## src/rtl/core/bsa_pkg.sv

```systemverilog
package bsa_pkg;

  // Pool geometry: the free map is kept as words of one bit per slot.
  localparam int unsigned Slots   = 1024;
  localparam int unsigned WordW   = 32;
  localparam int unsigned Words   = Slots / WordW;
  localparam int unsigned AddrW   = $clog2(Words);
  localparam int unsigned BitW    = $clog2(WordW);
  localparam int unsigned SlotW   = 10;
  localparam int unsigned IdxW    = 11;
  localparam int unsigned CountW  = 11;

  typedef logic [WordW-1:0] word_t;
  typedef logic [AddrW-1:0] addr_t;
  typedef logic [BitW-1:0]  bitpos_t;

  // Requested operation.
  typedef enum logic [0:0] {
    FN_ALLOC = 1'b0,
    FN_FREE  = 1'b1
  } func_e;

  // Result status codes.
  typedef enum logic [1:0] {
    ST_OK    = 2'd0,
    ST_EMPTY = 2'd1,
    ST_RANGE = 2'd2
  } status_e;

  typedef struct packed {
    func_e           func;
    logic [IdxW-1:0] slot_index;
  } req_t;

  typedef struct packed {
    logic              granted;
    logic [SlotW-1:0]  given_slot;
    status_e           status;
    logic [CountW-1:0] free_slots;
  } rsp_t;

  // Access to the word store for one cycle.
  typedef struct packed {
    logic  rd_en;
    addr_t rd_addr;
    logic  wr_en;
    addr_t wr_addr;
    word_t wr_data;
  } store_req_t;

  // Position of the lowest set bit; zero when no bit is set.
  function automatic bitpos_t first_one(input word_t w);
    bitpos_t pos;
    pos = '0;
    for (int i = WordW - 1; i >= 0; i--) begin
      if (w[i]) begin
        pos = bitpos_t'(i);
      end
    end
    return pos;
  endfunction

endpackage

```

## src/rtl/core/bsa_word_store.sv

```systemverilog
// Free map storage: one word of free bits per entry, with a registered read
// port. Entries never written since reset read as all free.
module bsa_word_store (
  input  logic                 clk_i,
  input  logic                 rst_ni,
  input  bsa_pkg::store_req_t  req_i,
  output bsa_pkg::word_t       rd_data_o
);

  bsa_pkg::word_t              mem [bsa_pkg::Words];
  logic [bsa_pkg::Words-1:0]   written_q;
  bsa_pkg::word_t              rdata_q;
  logic                        rd_written_q;

  // Memory array: write port and registered read port.
  always_ff @(posedge clk_i) begin
    if (req_i.wr_en) begin
      mem[req_i.wr_addr] <= req_i.wr_data;
    end
    if (req_i.rd_en) begin
      rdata_q      <= mem[req_i.rd_addr];
      rd_written_q <= written_q[req_i.rd_addr];
    end
  end

  // Per-entry written flags, cleared at once by reset.
  always_ff @(posedge clk_i or negedge rst_ni) begin
    if (!rst_ni) begin
      written_q <= '0;
    end else if (req_i.wr_en) begin
      written_q[req_i.wr_addr] <= 1'b1;
    end
  end

  assign rd_data_o = rd_written_q ? rdata_q : '1;

endmodule

```

## src/rtl/core/bitmap_slot_allocator.sv

```systemverilog
// Channel  | Ports                    | Transfer
// ---------+--------------------------+--------------------------------------
// request  | start, busy, req_i       | at the edge where start=1, busy=0
// result   | done_o, rsp_o            | at the edge ending the done_o cycle
//
// For each request the map word is read from the word store at the accepting
// edge, then modified and written back in the following cycle. The result is
// registered and appears in the cycle after that, when busy is already low, so
// a new request may be accepted while the previous result is shown. Reset
// marks every slot free at once. The receiver cannot stall the result.
module bitmap_slot_allocator (
  input  logic          clk_i,
  input  logic          rst_ni,
  input  logic          start,
  output logic          busy,
  input  bsa_pkg::req_t req_i,
  output logic          done_o,
  output bsa_pkg::rsp_t rsp_o
);

  typedef enum logic [1:0] {
    S_IDLE   = 2'b01,
    S_MODIFY = 2'b10
  } state_e;

  state_e                        state_q, state_d;
  logic [bsa_pkg::Words-1:0]     summary_q, summary_d;
  logic [bsa_pkg::CountW-1:0]    count_q, count_d;
  bsa_pkg::func_e                func_q;
  logic [bsa_pkg::IdxW-1:0]      idx_q;
  bsa_pkg::addr_t                addr_q, addr_d;
  logic                          empty_q;
  logic                          done_q, done_d;
  bsa_pkg::rsp_t                 rsp_q, rsp_d;
  bsa_pkg::store_req_t           store_req;
  bsa_pkg::word_t                word;
  bsa_pkg::word_t                new_word;
  bsa_pkg::bitpos_t              alloc_bit;
  bsa_pkg::bitpos_t              free_bit;
  logic                          accept;

  assign accept = start && (state_q == S_IDLE);
  assign busy   = (state_q == S_MODIFY);

  // Word address: first word with a free slot, or the word holding the slot.
  always_comb begin
    if (req_i.func == bsa_pkg::FN_ALLOC) begin
      addr_d = bsa_pkg::addr_t'(bsa_pkg::first_one(summary_q));
    end else begin
      addr_d = req_i.slot_index[bsa_pkg::AddrW+bsa_pkg::BitW-1:bsa_pkg::BitW];
    end
  end

  assign alloc_bit = bsa_pkg::first_one(word);
  assign free_bit  = idx_q[bsa_pkg::BitW-1:0];

  // Read, modify and write back the map word; form the result.
  always_comb begin
    state_d             = state_q;
    summary_d           = summary_q;
    count_d             = count_q;
    done_d              = 1'b0;
    rsp_d               = rsp_q;
    new_word            = word;
    store_req.rd_en     = accept;
    store_req.rd_addr   = addr_d;
    store_req.wr_en     = 1'b0;
    store_req.wr_addr   = addr_q;
    store_req.wr_data   = new_word;

    unique case (state_q)
      S_IDLE: begin
        if (accept) begin
          state_d = S_MODIFY;
        end
      end
      S_MODIFY: begin
        state_d          = S_IDLE;
        done_d           = 1'b1;
        rsp_d.granted    = 1'b0;
        rsp_d.given_slot = '0;
        rsp_d.status     = bsa_pkg::ST_OK;
        if (func_q == bsa_pkg::FN_ALLOC) begin
          if (empty_q) begin
            rsp_d.status = bsa_pkg::ST_EMPTY;
          end else begin
            new_word[alloc_bit] = 1'b0;
            store_req.wr_en     = 1'b1;
            summary_d[addr_q]   = |new_word;
            count_d             = count_q - bsa_pkg::CountW'(1);
            rsp_d.granted       = 1'b1;
            rsp_d.given_slot    = {addr_q, alloc_bit};
          end
        end else if (idx_q >= bsa_pkg::IdxW'(bsa_pkg::Slots)) begin
          rsp_d.status = bsa_pkg::ST_RANGE;
        end else if (!word[free_bit]) begin
          new_word[free_bit] = 1'b1;
          store_req.wr_en    = 1'b1;
          summary_d[addr_q]  = 1'b1;
          count_d            = count_q + bsa_pkg::CountW'(1);
        end
        store_req.wr_data = new_word;
        rsp_d.free_slots  = count_d;
      end
      default: begin
        state_d = S_IDLE;
      end
    endcase
  end

  bsa_word_store u_store (
    .clk_i     (clk_i),
    .rst_ni    (rst_ni),
    .req_i     (store_req),
    .rd_data_o (word)
  );

  // Control state, free count and the summary of words with free slots.
  always_ff @(posedge clk_i or negedge rst_ni) begin
    if (!rst_ni) begin
      state_q   <= S_IDLE;
      summary_q <= '1;
      count_q   <= bsa_pkg::CountW'(bsa_pkg::Slots);
      done_q    <= 1'b0;
    end else begin
      state_q   <= state_d;
      summary_q <= summary_d;
      count_q   <= count_d;
      done_q    <= done_d;
    end
  end

  // Request capture and result payload.
  always_ff @(posedge clk_i) begin
    if (accept) begin
      func_q  <= req_i.func;
      idx_q   <= req_i.slot_index;
      addr_q  <= addr_d;
      empty_q <= ~|summary_q;
    end
    rsp_q <= rsp_d;
  end

  assign done_o = done_q;
  assign rsp_o  = rsp_q;

endmodule
```

## config.mk

```make
export PLATFORM = sky130hd
export DESIGN_NAME = bitmap_slot_allocator
export DESIGN_NICKNAME = d
export VERILOG_FILES = /design/src/rtl/core/bsa_pkg.sv /design/src/rtl/core/bsa_word_store.sv /design/src/rtl/core/bitmap_slot_allocator.sv
export SDC_FILE = /design/constraint.sdc
export NUM_CORES = 2
export LEC_CHECK = 0
export BUFFER_PORTS_ARGS = -buffer_cell sky130_fd_sc_hd__buf_2
export CELL_PAD_IN_SITES_DETAIL_PLACEMENT = 0
export CELL_PAD_IN_SITES_GLOBAL_PLACEMENT = 1
export CORE_MARGIN = 10
export CORE_UTILIZATION = 54
export CTS_CLUSTER_SIZE = 30
export DETAILED_ROUTE_END_ITERATION = 16
export PLACE_DENSITY = 0.79
export SKIP_LAST_GASP = 1
export SLEW_MARGIN = 20
export SYNTH_ARGS = -nofsm -noshare
export SYNTH_HDL_FRONTEND = slang
export SYNTH_HIERARCHICAL = 1
export SYNTH_SLANG_ARGS = --single-unit
```

## constraint.sdc

```tcl
create_clock -name clk_i -period 6.9 [get_ports clk_i]
set_clock_uncertainty 0.1 [all_clocks]
set_input_delay 1.035 -clock clk_i [delete_from_list [all_inputs] [get_ports clk_i]]
set_output_delay 1.035 -clock clk_i [all_outputs]
set_load 0.005 [all_outputs]
```

==> flow_summary.yaml <==
run_status:
  outcome: "completed"
worst_setup_path:
  endpoint_kind: "flip-flop"
  path_cells: "buf_4 -> nand2b_1 -> mux4_2 -> mux2i_1 -> o21ai_0 -> a211oi_2 -> buf_4 -> nand2_1 -> nand2_1 -> nand3_1 -> nor2_4 -> buf_4"
  critical_path_buf_inv_count: 3
  rr_startpoint: "u_store/rd_written_q$_DFFE_PP_"
  start_kind: "flip-flop"
  cp_common_cell: "buf_4"
  slowest_stage: "nor2_4"
  path_class: "flip-flop to flip-flop"
  cpPeakStageDelay_ps: 1130
  critical_path_arrival_ps: 5850
  crit_family: "simple AND/OR/NAND/NOR gates"
  crit_required_ps: 7210
  critPathMaxFanout: 32
  crit_start: "u_store/rd_written_q$_DFFE_PP_"
logic_synthesis:
  yosysSeqAreaShare_pct: 72.3
  synth_area_um2: 48200
  synth-main-ff-cell: "edfxtp_1"
  ys_ff_latch: 1172
  synth_cells: 3095
  ys_types: 71
  synth_edf_count: 1094
  synth_fp_nets: 3112
  yosysWarnings: 6
  synth_area_per_cell_um2: 15.6
  async_flop_share_pct: 6.66
place:
  portBuffers: 40
  place_ws_ps: 1360
  dp_hpwl_um: 83200
  gp_congestion: 0.892
  placed_area_um2: 50500
cells_and_area:
  area_growth_pct: 13.0
  final_nets: 3197
  final_common_cell: "edfxtp_1"
  final_cell_area_um2: 54500
  drive_above_1_share_pct: 14.8
  layout_common_cells: "edfxtp_1, mux2i_1, a21oi_1, nand2_1, nand3_1"
timing:
  relSlewSlack_pct: 22.5
  finalSetupTns_ps: 0
  period_share_pct: 80.4
  fin_ws_ps: 1350
  setup_viol: 0
  hold_violations: 0
  tightest_slew_ps: 1160
  whs_ps: 291
  drv_slew: 0
  fmax_mhz: 180
  min_period_ps: 5550
  rsz0062_at_grt: "false"
detailed_routing:
  routedWlPerCell_um: 31.0
  dr.pass1.iters: 8
  wirelength_um: 138000
  postRouteAntennaNets: 0
  drt_iter0_markers: 3238
  via_per_inst: 6.43
  drc: 0
  route.vias.total: 28600
clock_network:
  clk_latency_ps: 730
  path_clk_slew_ps: 70
  cts_resized: 0
  numCtsBuffers: 114
  htree_levels: 3
  post_cts_buffers: 0
  clock_path_buffers: 3
  clock-root-buffer: "clkbuf_16"
  clock_sinks: 1172
  cts_tree: "done"
  holdBufCountCts: 0
power_and_ir_drop:
  internal_power_mw: 13.7
  irDropWorstVdd_uv: 258
  p_per_area_nw_per_um2: 364
  p_leak_nw: 18.3
  pwr-share-comb_pct: 24.2
  swShare_pct: 30.7
  p_seq_share_pct: 43.4
  power.switching_mw: 6.10
  power_frac_clock_pct: 32.5
global_routing:
  grt_max_degree: 102
  grt_pass1_wl_um: 198000
  antenna_found_initial: 3
  grt_overflow: 0
  grt_pass1_vias: 28100
  grtUsageTotal_pct: 26.7
floorplan:
  die-area_um2: 102000
  start_util_pct: 54.5
  die-height_um: 319
  die_width_um: 319
  rows: 109
  fp.coreArea_um2: 88500
  io_pins: 41
min_path:
  hold_class: "input port to async pin"
job:
  cap_viol_max_count: 0
[per-stage QoR]
step                      util [%]  power (mW)  cells
after floorplan                  -        11.8   3095
after global placement        56.9        13.4   4225
after detailed placement      57.1        13.5   4229
after CTS                     61.5        19.9   4441
after global routing          61.5        20.5   4441
final                         61.5        19.8   4442
[cell usage after synthesis (all sizes together) (53+ instances only)]
library cell	count	area share, %
a21oi	201	2.1
a22o	67	1.2
a22oi	101	1.6
buf	103	1.6
clkbuf	75	0.60
edfxtp	1094	68
mux2i	533	11
nand2	170	1.3
nand3	116	1.2
nor2	107	0.85
nor3	53	0.55
o21ai	57	0.59
[final cells by class]
| type | instances | area, um^2 |
|---|---|---|
| fillers | 6426 | 34000 |
| clock inverters | 69 | 856 |
| inverters | 25 | 93.8 |
| repair buffers | 147 | 1410 |
| well taps | 1165 | 1460 |
| flip-flops and latches | 1172 | 34800 |
| diodes | 1 | 2.50 |
| clock buffers | 143 | 3030 |
| multi-input cells | 1720 | 12800 |
[cells by family after synthesis]
group           synth area share (%)
flops                           72.3
simple gates                    6.20
fa+ha+maj                     0.0519
xor+xnor                       0.363
buf+inv                         2.35
compound gates                  7.30
mux                             11.5
[worst paths after layout]
kind | cells after the start | slack, ps | to
worst max-delay path | 12 | 1350 | u_store/mem[7][2]$_DFFE_PP_
worst min-delay path | 1 | 290 | count_q[0]$_DFFE_PN0P_
worst max register to register | 12 | 1350 | u_store/mem[7][2]$_DFFE_PP_
worst min register to register | 1 | 370 | u_store/written_q[18]$_DFFE_PN0P_
max in group asynchronous | 1 | 5860 | u_store/written_q[19]$_DFFE_PN0P_
min in group clk_i | 1 | 370 | u_store/written_q[18]$_DFFE_PN0P_
[per-layer routing]
layer / track usage [%] / part of all wire, % / wire length [um]
met5: 0 / 0 / 0
met4: 9.72 / 3.6 / 4940
met3: 4.57 / 8.6 / 11900
met2: 41.6 / 46 / 63600
met1: 37.6 / 42 / 57400
[registers in the layout (all words and copies together), names as in the netlist]
register,count
func_q,1
u_store/rd_written_q,1
u_store/rdata_q,32
state_q,2
empty_q,1
done_o,1
u_store/mem,1024
addr_q,5
rsp_o,24
count_q,11
summary_q,32
idx_q,6
u_store/written_q,32
[power by group through the flow]
stage	Sequential, mW	Clock (mW)	Combinational (mW)
final	8.60	6.44	4.79
after CTS	8.60	6.52	4.76
after detailed placement	8.74	0	4.73
after floorplan	8.69	0	3.07
after global routing	8.61	6.80	5.07
after global placement	8.74	0	4.67
(Power assumes the default switching activity.)
